<file path="src/hdl/tcw_pkg.sv">
package tcw_pkg;

    localparam int COLUMNS    = 80;
    localparam int ROWS       = 25;
    localparam int CELLS      = COLUMNS * ROWS;

    localparam int COL_W      = 7;
    localparam int ROW_W      = 5;
    localparam int IDX_W      = 11;
    localparam int CELL_W     = 16;

    localparam logic [7:0] NEWLINE_CODE = 8'd10;
    localparam logic [7:0] BLANK_CODE   = 8'd32;
    localparam logic [7:0] ATTR_RESET   = 8'h0F;

    localparam logic REQ_PUT   = 1'b0;
    localparam logic REQ_CLEAR = 1'b1;

    localparam logic [COL_W-1:0] LAST_COL   = COL_W'(COLUMNS - 1);
    localparam logic [ROW_W-1:0] LAST_ROW   = ROW_W'(ROWS - 1);
    localparam logic [IDX_W-1:0] SCROLL_IDX = IDX_W'((ROWS - 1) * COLUMNS);
    localparam logic [IDX_W-1:0] COPY_END   = IDX_W'(CELLS - COLUMNS);
    localparam logic [IDX_W-1:0] FILL_END   = IDX_W'(CELLS - 1);

    typedef enum logic [1:0] {
        S_IDLE,
        S_COPY,
        S_FILL
    } t_state;

    typedef struct packed {
        logic accept;
        logic walk_clr;
        logic walk_inc;
        logic copy;
        logic fill;
        logic out_set;
    } t_ctrl_cmd;

    typedef struct packed {
        logic req_clear;
        logic need_scroll;
        logic copy_last;
        logic fill_last;
        logic out_busy;
    } t_dp_status;

endpackage

</file>
<file path="src/hdl/tcw_ctrl.sv">
module tcw_ctrl (
    input  logic               i_clk,
    input  logic               i_rst_n,
    input  logic               i_valid,
    input  logic               i_out_ready,
    input  tcw_pkg::t_dp_status i_status,
    output logic               o_ready,
    output tcw_pkg::t_ctrl_cmd o_cmd
);

    tcw_pkg::t_state r_state;
    tcw_pkg::t_state n_state;
    logic            take;

    assign o_ready = (r_state == tcw_pkg::S_IDLE) && (!i_status.out_busy || i_out_ready);
    assign take    = i_valid && o_ready;

    always_ff @(posedge i_clk) begin
        if (!i_rst_n) begin
            r_state <= tcw_pkg::S_IDLE;
        end else begin
            r_state <= n_state;
        end
    end

    always_comb begin
        n_state = r_state;
        unique case (r_state)
            tcw_pkg::S_IDLE: begin
                if (take && i_status.req_clear) begin
                    n_state = tcw_pkg::S_FILL;
                end else if (take && i_status.need_scroll) begin
                    n_state = tcw_pkg::S_COPY;
                end
            end
            tcw_pkg::S_COPY: begin
                if (i_status.copy_last) begin
                    n_state = tcw_pkg::S_FILL;
                end
            end
            tcw_pkg::S_FILL: begin
                if (i_status.fill_last) begin
                    n_state = tcw_pkg::S_IDLE;
                end
            end
            default: n_state = tcw_pkg::S_IDLE;
        endcase
    end

    always_comb begin
        o_cmd = '0;
        unique case (r_state)
            tcw_pkg::S_IDLE: begin
                o_cmd.accept   = take;
                o_cmd.walk_clr = take;
                o_cmd.out_set  = take && !i_status.req_clear && !i_status.need_scroll;
            end
            tcw_pkg::S_COPY: begin
                o_cmd.copy     = 1'b1;
                o_cmd.walk_inc = !i_status.copy_last;
            end
            tcw_pkg::S_FILL: begin
                o_cmd.fill     = 1'b1;
                o_cmd.walk_inc = !i_status.fill_last;
                o_cmd.out_set  = i_status.fill_last;
            end
            default: o_cmd = '0;
        endcase
    end

endmodule

</file>
<file path="src/hdl/tcw_dp.sv">
module tcw_dp (
    input  logic                             i_clk,
    input  logic                             i_rst_n,
    input  tcw_pkg::t_ctrl_cmd               i_cmd,
    output tcw_pkg::t_dp_status              o_status,
    input  logic                             i_cfg_wr_en,
    input  logic [7:0]                       i_cfg_wr_data,
    input  logic                             i_req_type,
    input  logic [7:0]                       i_char_code,
    input  logic                             i_out_ready,
    output logic                             o_out_valid,
    output logic [tcw_pkg::IDX_W-1:0]        o_cursor_index,
    output logic [tcw_pkg::COL_W-1:0]        o_cursor_col,
    output logic [tcw_pkg::ROW_W-1:0]        o_cursor_row,
    output logic                             o_did_scroll
);

    logic [tcw_pkg::CELL_W-1:0] r_mem [tcw_pkg::CELLS];
    logic [tcw_pkg::CELL_W-1:0] r_rd_data;

    logic [7:0]                 r_attr;
    logic [tcw_pkg::COL_W-1:0]  r_col;
    logic [tcw_pkg::ROW_W-1:0]  r_row;
    logic [tcw_pkg::IDX_W-1:0]  r_idx;
    logic                       r_scroll;
    logic [tcw_pkg::IDX_W-1:0]  r_walk;
    logic                       r_out_valid;

    logic [tcw_pkg::COL_W-1:0]  n_col;
    logic [tcw_pkg::ROW_W-1:0]  n_row;
    logic [tcw_pkg::IDX_W-1:0]  n_idx;
    logic                       n_scroll;

    logic                       is_clear;
    logic                       is_newline;
    logic                       next_line;

    logic                       wr_en;
    logic [tcw_pkg::IDX_W-1:0]  wr_addr;
    logic [tcw_pkg::CELL_W-1:0] wr_data;
    logic                       rd_en;
    logic [tcw_pkg::IDX_W-1:0]  rd_addr;

    assign is_clear   = (i_req_type == tcw_pkg::REQ_CLEAR);
    assign is_newline = (i_char_code == tcw_pkg::NEWLINE_CODE);
    assign next_line  = is_newline || (r_col == tcw_pkg::LAST_COL);

    assign o_status.req_clear   = is_clear;
    assign o_status.need_scroll = !is_clear && next_line && (r_row == tcw_pkg::LAST_ROW);
    assign o_status.copy_last   = (r_walk == tcw_pkg::COPY_END);
    assign o_status.fill_last   = (r_walk == tcw_pkg::FILL_END);
    assign o_status.out_busy    = r_out_valid;

    // cursor after the request
    always_comb begin
        n_col    = r_col;
        n_row    = r_row;
        n_idx    = r_idx;
        n_scroll = 1'b0;
        if (is_clear) begin
            n_col = '0;
            n_row = '0;
            n_idx = '0;
        end else if (next_line) begin
            n_col = '0;
            if (r_row == tcw_pkg::LAST_ROW) begin
                n_idx    = tcw_pkg::SCROLL_IDX;
                n_scroll = 1'b1;
            end else begin
                n_row = r_row + 1'b1;
                n_idx = r_idx - tcw_pkg::IDX_W'(r_col) + tcw_pkg::IDX_W'(tcw_pkg::COLUMNS);
            end
        end else begin
            n_col = r_col + 1'b1;
            n_idx = r_idx + 1'b1;
        end
    end

    always_ff @(posedge i_clk) begin
        if (!i_rst_n) begin
            r_attr      <= tcw_pkg::ATTR_RESET;
            r_col       <= '0;
            r_row       <= '0;
            r_idx       <= '0;
            r_scroll    <= 1'b0;
            r_walk      <= '0;
            r_out_valid <= 1'b0;
        end else begin
            if (i_cfg_wr_en) begin
                r_attr <= i_cfg_wr_data;
            end
            if (i_cmd.accept) begin
                r_col    <= n_col;
                r_row    <= n_row;
                r_idx    <= n_idx;
                r_scroll <= n_scroll;
            end
            if (i_cmd.walk_clr) begin
                r_walk <= is_clear ? '0 : '0;
            end else if (i_cmd.walk_inc) begin
                r_walk <= r_walk + 1'b1;
            end
            r_out_valid <= (r_out_valid && !i_out_ready) || i_cmd.out_set;
        end
    end

    // screen store port muxing: put, scroll copy (read ahead one row), blank fill
    always_comb begin
        wr_en   = 1'b0;
        wr_addr = r_idx;
        wr_data = {r_attr, i_char_code};
        rd_en   = i_cmd.copy && (r_walk != tcw_pkg::COPY_END);
        rd_addr = r_walk + tcw_pkg::IDX_W'(tcw_pkg::COLUMNS);
        if (i_cmd.accept) begin
            wr_en = !is_clear && !is_newline;
        end else if (i_cmd.copy) begin
            wr_en   = (r_walk != '0);
            wr_addr = r_walk - 1'b1;
            wr_data = r_rd_data;
        end else if (i_cmd.fill) begin
            wr_en   = 1'b1;
            wr_addr = r_walk;
            wr_data = {r_attr, tcw_pkg::BLANK_CODE};
        end
    end

    always_ff @(posedge i_clk) begin
        if (wr_en) begin
            r_mem[wr_addr] <= wr_data;
        end
        if (rd_en) begin
            r_rd_data <= r_mem[rd_addr];
        end
    end

    assign o_out_valid    = r_out_valid;
    assign o_cursor_index = r_idx;
    assign o_cursor_col   = r_col;
    assign o_cursor_row   = r_row;
    assign o_did_scroll   = r_scroll;

endmodule

</file>
<file path="src/hdl/text_console_writer.sv">
// Text console writer: an 80x25 text screen store of 16-bit cells (attribute
// byte over character byte) with a cursor. A put writes the character with the
// current attribute at the cursor and advances it; code 10 is a newline and is
// not stored. Leaving the bottom row scrolls the screen up one row and blanks
// the last row; a clear request blanks the screen and homes the cursor. Each
// request returns the cursor index, column, row and a scroll flag. A put or
// newline that does not scroll needs no walk, so these go in one per cycle while
// results are taken. The store has one write port, which sets the cost of the
// walks: a scroll makes 1921 copy steps, reading one row ahead, then 80
// blanking steps; a clear makes 2000 blanking steps. No request is taken
// during a walk; attribute writes are taken at any time but belong to idle
// periods. Store contents are undefined until written.
module text_console_writer (
    input  logic                      i_clk,
    input  logic                      i_rst_n,
    input  logic                      i_cfg_wr_en,
    input  logic [7:0]                i_cfg_wr_data,
    input  logic                      i_valid,
    output logic                      o_ready,
    input  logic                      i_req_type,
    input  logic [7:0]                i_char_code,
    output logic                      o_valid,
    input  logic                      i_ready,
    output logic [tcw_pkg::IDX_W-1:0] o_cursor_index,
    output logic [tcw_pkg::COL_W-1:0] o_cursor_col,
    output logic [tcw_pkg::ROW_W-1:0] o_cursor_row,
    output logic                      o_did_scroll
);

    tcw_pkg::t_ctrl_cmd  cmd;
    tcw_pkg::t_dp_status status;

    tcw_ctrl u_ctrl (
        .i_clk       (i_clk),
        .i_rst_n     (i_rst_n),
        .i_valid     (i_valid),
        .i_out_ready (i_ready),
        .i_status    (status),
        .o_ready     (o_ready),
        .o_cmd       (cmd)
    );

    tcw_dp u_dp (
        .i_clk          (i_clk),
        .i_rst_n        (i_rst_n),
        .i_cmd          (cmd),
        .o_status       (status),
        .i_cfg_wr_en    (i_cfg_wr_en),
        .i_cfg_wr_data  (i_cfg_wr_data),
        .i_req_type     (i_req_type),
        .i_char_code    (i_char_code),
        .i_out_ready    (i_ready),
        .o_out_valid    (o_valid),
        .o_cursor_index (o_cursor_index),
        .o_cursor_col   (o_cursor_col),
        .o_cursor_row   (o_cursor_row),
        .o_did_scroll   (o_did_scroll)
    );

endmodule

</file>
<file path="config.mk">
export PLATFORM = sky130hd
export DESIGN_NAME = text_console_writer
export DESIGN_NICKNAME = d
export VERILOG_FILES = /design/src/hdl/tcw_pkg.sv /design/src/hdl/tcw_ctrl.sv /design/src/hdl/tcw_dp.sv /design/src/hdl/text_console_writer.sv
export SDC_FILE = /design/constraint.sdc
export NUM_CORES = 1
export LEC_CHECK = 0
export ABC_AREA = 1
export BUFFER_PORTS_ARGS = -buffer_cell sky130_fd_sc_hd__buf_2
export CAP_MARGIN = 10
export CORE_MARGIN = 2
export CORE_UTILIZATION = 30
export CTS_CLUSTER_DIAMETER = 80
export CTS_CLUSTER_SIZE = 10
export DETAILED_ROUTE_END_ITERATION = 8
export GPL_TIMING_DRIVEN = 0
export PLACE_DENSITY_LB_ADDON = 0.08
export SETUP_SLACK_MARGIN = 0.02
export SYNTH_ARGS = -nofsm -noshare
export SYNTH_HDL_FRONTEND = slang
export SYNTH_HIERARCHICAL = 1
export SYNTH_SLANG_ARGS = --single-unit
</file>
<file path="constraint.sdc">
create_clock -name i_clk -period 6.26 [get_ports i_clk]
set_input_delay 1.878 -clock i_clk [delete_from_list [all_inputs] [get_ports i_clk]]
set_output_delay 1.878 -clock i_clk [all_outputs]
set_load 0.03 [all_outputs]
</file>
# [Word level (Yosys, flattened, before mapping)]
# Index checks and enable logic that the tools add are counted.
[totals] register_bits=38 input_bits=22 word_cells=67
[classes] add_sub_neg=6 n_eq_ne=11 n_mux=19 n_bitwise=1 reduce_logical=23
[ops] cell="two-way mux 11 bit" count=3
[ops] cell="adder 11 x 1 -> 11 bit (second input constant)" count=2
[ops] cell="== test 11 bit (second input constant)" count=2
[ops] cell="two-way mux 5 bit" count=3
[ops] cell="two-way mux 7 bit" count=2
[ops] cell="adder 11 x 7 -> 11 bit (second input constant)" count=1
[ops] cell="subtractor 11 x 7 -> 11 bit" count=1
[ops] cell="two-way mux 2 bit" count=5
[ops] cell="logical AND 1 bit" count=9
[ops] cell="== test 8 x 4 -> 1 bit (second input constant)" count=1
[ops] cell="adder 7 x 1 -> 7 bit (second input constant)" count=1
[ops] cell="== test 7 bit (second input constant)" count=1
[ops] cell="zero test 1 bit" count=6
[ops] cell="one-hot mux 2 bit (3 select lines)" count=1
[ops] cell="AND reduction 3 bit" count=2
[ops] cell="adder 5 x 1 -> 5 bit (second input constant)" count=1
[ops] cell="== test 5 bit (second input constant)" count=1
[ops] cell="!= test 2 x 1 -> 1 bit (second input constant)" count=2
[ops] cell="one-hot mux 1 bit (2 select lines)" count=2
[ops] cell="logical OR 1 bit" count=3
[ops] cell="two-way mux 1 bit" count=3
[ops] cell="!= test 3 bit (second input constant)" count=1
[ops] cell="== test 2 x 1 -> 1 bit (second input constant)" count=1
[ops] cell="== test 2 bit (second input constant)" count=1
[ops] cell="5 further kinds" count=5

# [Logic depth before layout (Yosys ltp)]
# Gate-level depths: netlist of run 1.
[depth] ltp_word=8 ltp_mapped=15 ltp_nobuf=15

# [By module]
# Netlist of run 1, hierarchy kept.
[modules_own_cells] mod="tcw_dp" instances=1 cells_each=405 area_per_inst_um2=2731.4 seq_area_each_um2=720.7
[modules_own_cells] mod="tcw_ctrl" instances=1 cells_each=37 area_per_inst_um2=236.5 seq_area_each_um2=40.0

# [Worst setup path after synthesis of run 1]
# Ideal clock, no wire load.
[synth_timing] path_kind="input to output" startpoint="input i_ready" endpoint="output o_ready" t_arrival_ps=2190 t_required_ps=4382 path_slack_ps=2192 stages=2 cell_sequence="inv_1 -> a21boi_4"
[synth_between] elab_chain_cells=2
[synth_rtl] item="start, declared" line_no="text_console_writer.sv:23" text="input logic i_ready,"
[synth_rtl] item="logical OR 1 bit" line_no="tcw_ctrl.sv:15" text="assign o_ready = (r_state == tcw_pkg::S_IDLE) && (!i_status.out_busy || i_out_ready);"
[synth_rtl] item="logical AND 1 bit" line_no="tcw_ctrl.sv:15"
[synth_rtl] item="end, declared" line_no="text_console_writer.sv:19" text="output logic o_ready,"
# No other way between the ends.

# [Worst setup path after layout of run 1]
# Ends and elaborated chain as after synthesis.

==> flow_metrics.py, run 1 <==
metrics = {
    "status": {
        "outcome": "finished clean",
    },
    "timing": {
        "rsz0062_at_grt": "no",
        "finalSetupTns_ps": 0,
        "fin_worst_skew_ps": 6.76,
        "post-route-period-util": 0.680,
        "finalMaxSlewViolations": 0,
        "worst_slew_pin_slew_ps": 609,
        "fmax_mhz": 235,
        "setup_viol": 0,
        "hold_violations": 0,
        "slew_headroom": 0.594,
        "min_period_ps": 4260,
    },
    "cells_and_area": {
        "layout_common_cells": "nand2_1, inv_1, nor2_1, a21oi_1",
        "nets": 537,
        "area_growth_pct": 16.7,
        "antenna_cells": 0,
        "layout_commonest_cell": "nand2_1",
        "drive_gt1_frac": 0.168,
        "stdcell_count": 621,
    },
    "clocking": {
        "h-tree-depth": 2,
        "clk_transition_reported_paths_ps": 80,
        "cts_setup_buffers": 0,
        "cts_tree": "yes",
        "clockBufferDepth": 2,
        "clock-sinks": 38,
        "root_buffer": "clkbuf_8",
        "worstSkewPairLatency_ps": 300,
        "cts_resized": 0,
        "postCtsHoldBufs": 0,
        "cts_made_buffers": 5,
    },
    "global_routing": {
        "grt_pass1_vias": 2542,
        "grt_max_degree": 14,
        "grt.overflow.total": 0,
        "antenna_found_initial": 0,
        "grt_pass1_wl_mm": 12.3,
        "grt_usage": 0.148,
    },
    "setup_path": {
        "slowest_stage": "buf_2",
        "crit_chain": "buf_2 -> inv_1 -> a21boi_4 -> buf_2",
        "crit_arrival_ps": 2380,
        "end_kind": "output pin",
        "required_ps": 4380,
        "worst_setup_path_start_kind": "primary input",
        "critPathKind": "primary input to output pin",
        "cpPeakStageDelay_ps": 210,
        "cpMostUsedCell": "buf_2",
        "crit_fanout": 2,
    },
    "logic_synthesis": {
        "async_reset_ff_frac": 0,
        "synth.yosys.seq_area_share": 0.256,
        "synth_edf_count": 0,
        "synthesis.area_um2": 2970,
        "synth_area_per_cell_um2": 6.71,
        "synthFlopType": "dfxtp_1",
        "ys_types": 39,
        "synth_nets": 492,
        "ys_ff_latch": 38,
        "yosysWarnings": 6,
        "synth_cells": 442,
    },
    "pwr": {
        "p_per_area_nw_per_um2": 218,
        "irDropWorstVdd_v": 0.000124,
        "cellLeakagePower_nw": 1.54,
    },
    "detailed_routing": {
        "wl_per_cell_um": 12.0,
        "dr.pass1.iters": 5,
        "drt_iter0_markers": 106,
        "avgViaCountPerCell": 4.52,
        "detail-route-antenna-nets": 0,
        "drt_wl_total_mm": 7.46,
        "vias": 2810,
        "drc": 0,
    },
    "place": {
        "dpl.hpwl_mm": 5.74,
        "gp_congestion": 0.780,
        "dp.cells": 613,
        "portBuffers": 38,
    },
    "hold_path": {
        "hp-class": "register to register",
    },
    "floorplan": {
        "die_area_um2": 10700,
        "dieWidth_um": 103,
        "io_pins": 48,
        "die_h_um": 103,
        "fp-row-count": 36,
        "start_util": 0.306,
        "core_area_um2": 9680,
    },
    "job": {
        "cap_violations": 0,
    },
}
## metrics by stage
stage,cell area [um2],power [mW],hold slack [ps],utilization,worst slack (ps)
floorplan,2970,0.442,423,-,2190
global placement,3320,0.497,435,0.343,2010
detailed placement,3320,0.498,442,0.343,2000
CTS,3460,0.768,457,0.357,2000
global route,3460,0.805,476,0.357,1960
finish,3460,0.755,454,0.357,2000
## cells by family after synthesis
group | Yosys count | share of synthesized area
adders and majority gates | 28 | 0.121
xor gates and xnor gates | 12 | 0.0354
and+or+nand+nor | 218 | 0.339
AOI/OAI and AO/OA | 67 | 0.127
buffers and inverters | 79 | 0.122
DFF | 38 | 0.256
## synthesized netlist by cell type, types with 2 or more instances
cell	count	area, um2
nand3_1	28	140
nor2_2	5	31.3
nor4_1	3	18.8
xnor2_1	4	35.0
o21a_1	3	22.5
a21oi_1	41	205
inv_2	3	11.3
nand2_2	7	43.8
nand4_1	10	62.6
nor2_1	45	169
clkbuf_8	2	27.5
ha_1	27	338
nand2_4	3	33.8
nand2_1	103	387
o21ai_1	4	20.0
nor2_4	4	45.0
buf_4	3	22.5
inv_1	66	248
nor3_1	4	20.0
dfxtp_1	38	761
xor2_1	8	70.1
o22ai_1	2	12.5
o21ai_0	13	65.1
## registers in the layout, summed over array words and instances, names as in the netlist
signal	flops
u_dp/o_cursor_col	7
u_dp/o_cursor_row	5
u_ctrl/r_state	2
u_dp/o_did_scroll	1
u_dp/r_walk	11
u_dp/o_cursor_index	11
u_dp/o_out_valid	1
## critical path: cells and delay by family
family          cells  cell delay [ps]
compound gates      1              140
buf+inv             3              360
## metal layers
metal / up-vias / global-route usage / wire (um)
li1: 1506 / - / -
met1: 1247 / 0.200 / 3620
met2: 50 / 0.246 / 3520
met3: 7 / 0.0249 / 242
met4: 0 / 0.0395 / 79
met5: - / 0 / 0
## worst paths after layout
| check | startpoint | end | slack (ps) | cells after the start |
|---|---|---|---|---|
| worst max-delay path | i_ready | o_ready | 2000 | 4 |
| worst min-delay path | u_dp/r_walk[10] | u_dp/r_walk[10] | 450 | 2 |
| worst max register to register | u_dp/o_cursor_index[0] | u_dp/o_cursor_index[9] | 3780 | 14 |
| worst min register to register | u_dp/r_walk[10] | u_dp/r_walk[10] | 450 | 2 |
## area by class of cell
cell class | instances | area, um2
inverters | 72 | 297
clock buffers | 5 | 68.8
well taps | 133 | 166
clock inverters | 3 | 68.8
flip-flops and latches | 38 | 761
plain buffers | 7 | 65.1
fillers | 1075 | 6220
multi-input cells | 325 | 1850
repair buffers | 38 | 190
## power breakdown
| part | switching [mW] | internal, mW |
|---|---|---|
| Sequential | 0.0164 | 0.256 |
| Clock | 0.104 | 0.160 |
| Combinational | 0.141 | 0.0789 |
(Power assumes the default switching activity.)
==> inputs of run 2 (changes only) <==
--- a/config.mk
+++ b/config.mk
@@ -5,7 +5,7 @@
 export SDC_FILE = /design/constraint.sdc
 export NUM_CORES = 1
 export LEC_CHECK = 0
-export ABC_AREA = 1
+export ABC_AREA = 0
 export BUFFER_PORTS_ARGS = -buffer_cell sky130_fd_sc_hd__buf_2
 export CAP_MARGIN = 10
 export CORE_MARGIN = 2
==> constraint.sdc (replaced) <==
create_clock -name i_clk -period 3.9 [get_ports i_clk]
set_input_delay 1.17 -clock i_clk [delete_from_list [all_inputs] [get_ports i_clk]]
set_output_delay 1.17 -clock i_clk [all_outputs]
set_load 0.03 [all_outputs]
==> run 2 against run 1 <==
  * Non-clock buffer count did not move
  * Hold slack improved by 40 ps
  * Clock skew down 3.3 ps
  * Flip-flop and latch count did not move
  * Routed wire length is 8.1% lower
  * Synthesized cell count is 25% lower
  * Core utilization increased by 0.45 points
  * Die area is 9.4% lower
  * First-iteration DRC count unchanged
  * Global-route usage down 0.69 points
  * Highest routed layer unchanged
==> flow_metrics.py, run 2 <==
metrics = {
    "cells_and_area": {
        "fillers": 955,
        "area_growth_pct": 17.3,
        "antenna_cells": 0,
        "nets": 426,
        "layout_common_cells": "nor2_1, buf_2, dfxtp_1, inv_1, ha_1",
        "drive_gt1_frac": 0.164,
        "multi_input_area_um2": 1760,
        "stdcell_count": 485,
        "seq_area_um2": 761,
        "layout_commonest_cell": "nor2_1",
    },
    "clocking": {
        "postCtsHoldBufs": 0,
        "h-tree-depth": 2,
        "cts_resized": 0,
        "worstSkewPairLatency_ps": 290,
        "root_buffer": "clkbuf_8",
        "clockBufferDepth": 2,
        "cts_tree": "yes",
        "clock-sinks": 38,
        "cts_setup_buffers": 0,
        "clk_transition_reported_paths_ps": 90,
        "cts_made_buffers": 5,
    },
    "place": {
        "gp_congestion": 0.796,
        "dpl.hpwl_mm": 5.25,
        "dp.cells": 477,
        "portBuffers": 38,
    },
    "timing": {
        "finalMaxSlewViolations": 0,
        "fmax_mhz": 319,
        "rsz0062_at_grt": "no",
        "post-route-period-util": 0.803,
        "worst_slew_pin_slew_ps": 622,
        "hold_violations": 0,
        "whs_ps": 494,
        "finalSetupTns_ps": 0,
        "min_period_ps": 3130,
        "setup_viol": 0,
        "slew_headroom": 0.585,
        "fin_worst_skew_ps": 3.46,
    },
    "logic_synthesis": {
        "synth_edf_count": 0,
        "synth_nets": 381,
        "async_reset_ff_frac": 0,
        "synth.yosys.seq_area_share": 0.284,
        "synth_top_area_cell": "dfxtp_1",
        "yosysWarnings": 6,
        "synth_area_per_cell_um2": 8.09,
        "synth_cells": 331,
        "ys_types": 61,
        "synth_top_area_share": 0.284,
        "synthFlopType": "dfxtp_1",
        "ys_ff_latch": 38,
        "synthesis.area_um2": 2680,
        "yosysMostFrequentCell": "nor2_1",
        "synthTopCellsByCount": "nor2_1, dfxtp_1, inv_1",
        "synth_area_leaders": "dfxtp_1, ha_1, nor2_1",
    },
    "detailed_routing": {
        "wl_per_cell_um": 14.1,
        "drt_wl_total_mm": 6.86,
        "drc": 0,
        "dr.pass1.iters": 4,
        "avgViaCountPerCell": 5.09,
        "vias": 2467,
        "detail-route-antenna-nets": 0,
        "drt_iter0_markers": 106,
    },
    "setup_path": {
        "crit_fanout": 9,
        "crit_arrival_ps": 3360,
        "reg2reg_slack_ps": 1360,
        "required_ps": 4130,
        "end_kind": "register",
        "worst_setup_path_start_kind": "primary input",
        "critPathKind": "primary input to register",
    },
    "job": {
        "cap_violations": 0,
    },
    "pwr": {
        "power.share.combinational": 0.199,
        "power.internal_uw": 733,
        "irDropWorstVdd_v": 0.000190,
        "switchingPower_uw": 297,
        "p_per_area_nw_per_um2": 328,
        "cellLeakagePower_nw": 1.28,
        "power_frac_clock": 0.405,
        "p_seq_frac": 0.395,
        "swShare": 0.288,
    },
    "global_routing": {
        "antenna_found_initial": 0,
        "grt_usage": 0.141,
        "grt_pass1_wl_mm": 11.2,
        "grt_pass1_vias": 2302,
        "grt.overflow.total": 0,
        "grt_max_degree": 14,
    },
    "floorplan": {
        "die_area_um2": 9700,
        "fp-row-count": 34,
        "core_area_um2": 8680,
        "die_h_um": 98.5,
        "io_pins": 48,
        "dieWidth_um": 98.5,
        "start_util": 0.309,
    },
    "status": {
        "outcome": "finished clean",
    },
    "hold_path": {
        "hp-class": "register to register",
    },
}
## run 2: changes by cell type after synthesis, sizes merged, moves of 6 or more
cell,change
nand2b,+7
a21oi,-28
and3,+6
nor2,-13
nand2,-89
inv,-40
xnor2,+7
nand3,-16
## run 2: routing by layer
layer  vias up  track usage  share of wire
li1       1272            -              -
met1      1155        0.192           0.49
met2        38        0.233           0.46
met3         2       0.0248          0.038
met4         0       0.0379         0.0066
met5         -            0              0
## run 2: worst paths after layout
path | startpoint | endpoint | cells after the start
worst min register to register | u_dp/r_walk[10] | u_dp/r_walk[10] | 2
worst max-delay path | i_char_code[5] | u_ctrl/r_state[0] | 8
worst max register to register | u_dp/o_cursor_index[0] | u_dp/o_cursor_index[9] | 12
worst min-delay path | u_dp/r_walk[10] | u_dp/r_walk[10] | 2
## run 2: cell families after synthesis
logic type,count (synthesis),synth area share
and+or+nand+nor,130,0.250
AOI/OAI and AO/OA,71,0.188
buffers and inverters,38,0.0574
DFF,38,0.284
adders and majority gates,28,0.134
xor gates and xnor gates,22,0.0719
muxes,4,0.0149
## run 2: power groups by stage
stage / Combinational, mW / Clock, mW / Sequential [mW]
after detailed placement: 0.205 / 0 / 0.417
final: 0.205 / 0.418 / 0.408
after global placement: 0.206 / 0 / 0.417
after CTS: 0.207 / 0.432 / 0.408
after global routing: 0.228 / 0.449 / 0.409
after floorplan: 0.141 / 0 / 0.424
## run 2: area by class of cell
cell class / instances / share of cell area
Multi-Input combinational cell: 255 / 0.562
Sequential cell: 38 / 0.242
Timing Repair Buffer: 38 / 0.0605
Tap cell: 108 / 0.0430
Inverter: 31 / 0.0370
Clock buffer: 5 / 0.0219
Clock inverter: 3 / 0.0219
Buffer: 7 / 0.0119
## run 2: stage by stage
stage	cell area (um2)	total power, mW	worst slack, ps	util
6_report	3140	1.03	767	0.362
2_1_floorplan	2680	0.565	785	-
4_1_cts	3140	1.05	742	0.362
3_3_place_gp	3000	0.622	466	0.346
5_1_grt	3140	1.09	664	0.362
3_5_place_dp	3000	0.622	447	0.346
## run 2: worst max-delay path, stage by stage
cell	delay [ps]
buf_2	90
or4_4	560
o22a_4	320
nor3_1	270
or3b_1	200
o221ai_2	120
or4b_1	480
a21boi_1	140
==> inputs of run 3 (changes only) <==
==> constraint.sdc (replaced) <==
create_clock -name i_clk -period 2.6 [get_ports i_clk]
set_input_delay 0.78 -clock i_clk [delete_from_list [all_inputs] [get_ports i_clk]]
set_output_delay 0.78 -clock i_clk [all_outputs]
set_load 0.03 [all_outputs]
==> run 3 against run 2 <==
  * Register-to-register slack got worse by 1200 ps
  * Global-route usage up 0.57 points
  * Core utilization increased by 0.058 points
  * Clock-buffer cell count rose by 2
  * Critical endpoint is now u_dp/o_cursor_index[9]
  * Largest cell class unchanged
  * Highest routed layer unchanged
==> flow_metrics.py, run 3 (same netlist as run 2, synthesis figures left out) <==
metrics = {
    "status": {
        "outcome": "finished clean",
    },
    "clocking": {
        "worstSkewPairLatency_ps": 290,
        "h-tree-depth": 2,
        "root_buffer": "clkbuf_8",
        "clk_transition_reported_paths_ps": 80,
        "cts_tree": "yes",
        "clockBufferDepth": 2,
        "clock-sinks": 38,
        "cts_made_buffers": 5,
    },
    "global_routing": {
        "antenna_found_initial": 0,
        "grt_pass1_vias": 2364,
        "met3_usage": 0.0277,
        "grt_max_degree": 12,
        "gr-usage-met1": 0.195,
        "grt_usage": 0.147,
        "gr-usage-met2": 0.246,
        "grt.overflow.total": 0,
        "busiest_layer": "met2",
        "grt_pass1_wl_mm": 11.6,
    },
    "setup_path": {
        "crit_arrival_ps": 2710,
        "crit_fanout": 7,
        "critPathKind": "primary input to register",
        "worst_setup_path_start_kind": "primary input",
        "required_ps": 2770,
        "end_kind": "register",
        "slowest_stage": "or4_4",
        "cpPeakStageDelay_ps": 570,
        "crit_chain": "buf_6 -> or4_4 -> o22ai_2 -> nand2_2 -> a211o_1 -> a41oi_1 -> o22ai_1",
    },
    "cells_and_area": {
        "seq_area_um2": 763,
        "antenna_cells": 0,
        "layout_commonest_cell": "nor2_1",
        "drive_gt1_frac": 0.183,
        "area_growth_pct": 17.5,
        "layout_common_cells": "nor2_1, buf_2, dfxtp_1, inv_1, ha_1",
        "nets": 426,
        "fillers": 983,
        "multi_input_area_um2": 1800,
    },
    "timing": {
        "worst_slew_pin_slew_ps": 526,
        "fin_worst_skew_ps": 6.69,
        "fmax_mhz": 393,
        "post-route-period-util": 0.978,
        "finalSetupTns_ps": 0,
        "setup_viol": 0,
        "finalMaxSlewViolations": 0,
        "rsz0062_at_grt": "yes",
        "min_period_ps": 2540,
        "slew_headroom": 0.649,
        "hold_violations": 0,
    },
    "floorplan": {
        "die_h_um": 98.5,
        "io_pins": 48,
        "fp-row-count": 34,
        "die_area_um2": 9700,
        "core_area_um2": 8680,
        "start_util": 0.309,
        "dieWidth_um": 98.5,
    },
    "detailed_routing": {
        "drt_wl_total_mm": 7.01,
        "vias": 2496,
        "drc": 0,
        "wl_per_cell_um": 14.4,
        "drt_iter0_markers": 120,
        "avgViaCountPerCell": 5.15,
        "detail-route-antenna-nets": 0,
        "dr.pass1.iters": 4,
    },
    "pwr": {
        "irDropWorstVdd_v": 0.000158,
        "p_per_area_nw_per_um2": 433,
        "power_mw": 1.36,
        "cellLeakagePower_nw": 1.27,
    },
    "place": {
        "dpl.hpwl_mm": 5.42,
        "portBuffers": 38,
        "gp_congestion": 0.741,
    },
    "hold_path": {
        "hp-class": "register to register",
    },
    "job": {
        "cap_violations": 0,
    },
}
## run 3: power by group
group	internal, mW	total [mW]	switching (mW)	leakage [nW]
combinational	0.130	0.323	0.193	0.919
sequential	0.597	0.612	0.0156	0.308
clock	0.214	0.429	0.214	0.0482
total	0.941	1.36	0.423	1.27
## run 3: repair_timing
action	in CTS	in global routing
buffers inserted	1	0
endpoints found under the setup margin	1	11
resized for setup	2	7
hold buffers	0	0
pin swaps	4	5
## run 3: metrics by stage
step	util	area, um2	hold slack, ps	std cells	worst slack [ps]
3_5_place_dp	0.347	3010	483	477	-356
3_3_place_gp	0.347	3010	473	477	-333
5_1_grt	0.363	3150	546	485	-20.9
2_1_floorplan	-	2680	451	331	-61.6
4_1_cts	0.359	3120	495	486	27.3
6_report	0.363	3150	489	485	56.8
## run 3: worst paths after layout
| kind | from | to | slack (ps) | cells after the start |
|---|---|---|---|---|
| min reg2reg | u_dp/r_walk[10] | u_dp/r_walk[10] | 490 | 2 |
| max | i_char_code[5] | u_dp/o_cursor_index[9] | 60 | 7 |
| min | u_dp/r_walk[10] | u_dp/r_walk[10] | 490 | 2 |
| max reg2reg | u_dp/o_cursor_col[5] | u_dp/o_cursor_index[9] | 140 | 9 |
## run 3: worst max-delay path, delay by kind of cell
kind / cells / cell delay [ps]
simple gates: 2 / 810
compound gates: 4 / 1040
buf+inv: 1 / 90
## run 3: cell type report
| cell class | instances | area share |
|---|---|---|
| Multi-Input combinational cell | 255 | 0.573 |
| Sequential cell | 38 | 0.243 |
| Timing Repair Buffer | 39 | 0.0648 |
| Tap cell | 108 | 0.0429 |
| Inverter | 31 | 0.0370 |
| Clock buffer | 7 | 0.0274 |
| Buffer | 6 | 0.0107 |
| Clock inverter | 1 | 0.00159 |
## run 3: layer usage
metal	wire length, um	up-vias	part of all wire
met4	71	0	0.010
met1	3430	1181	0.49
met2	3280	37	0.47
met5	0	-	0
met3	227	6	0.032
li1	-	1272	-
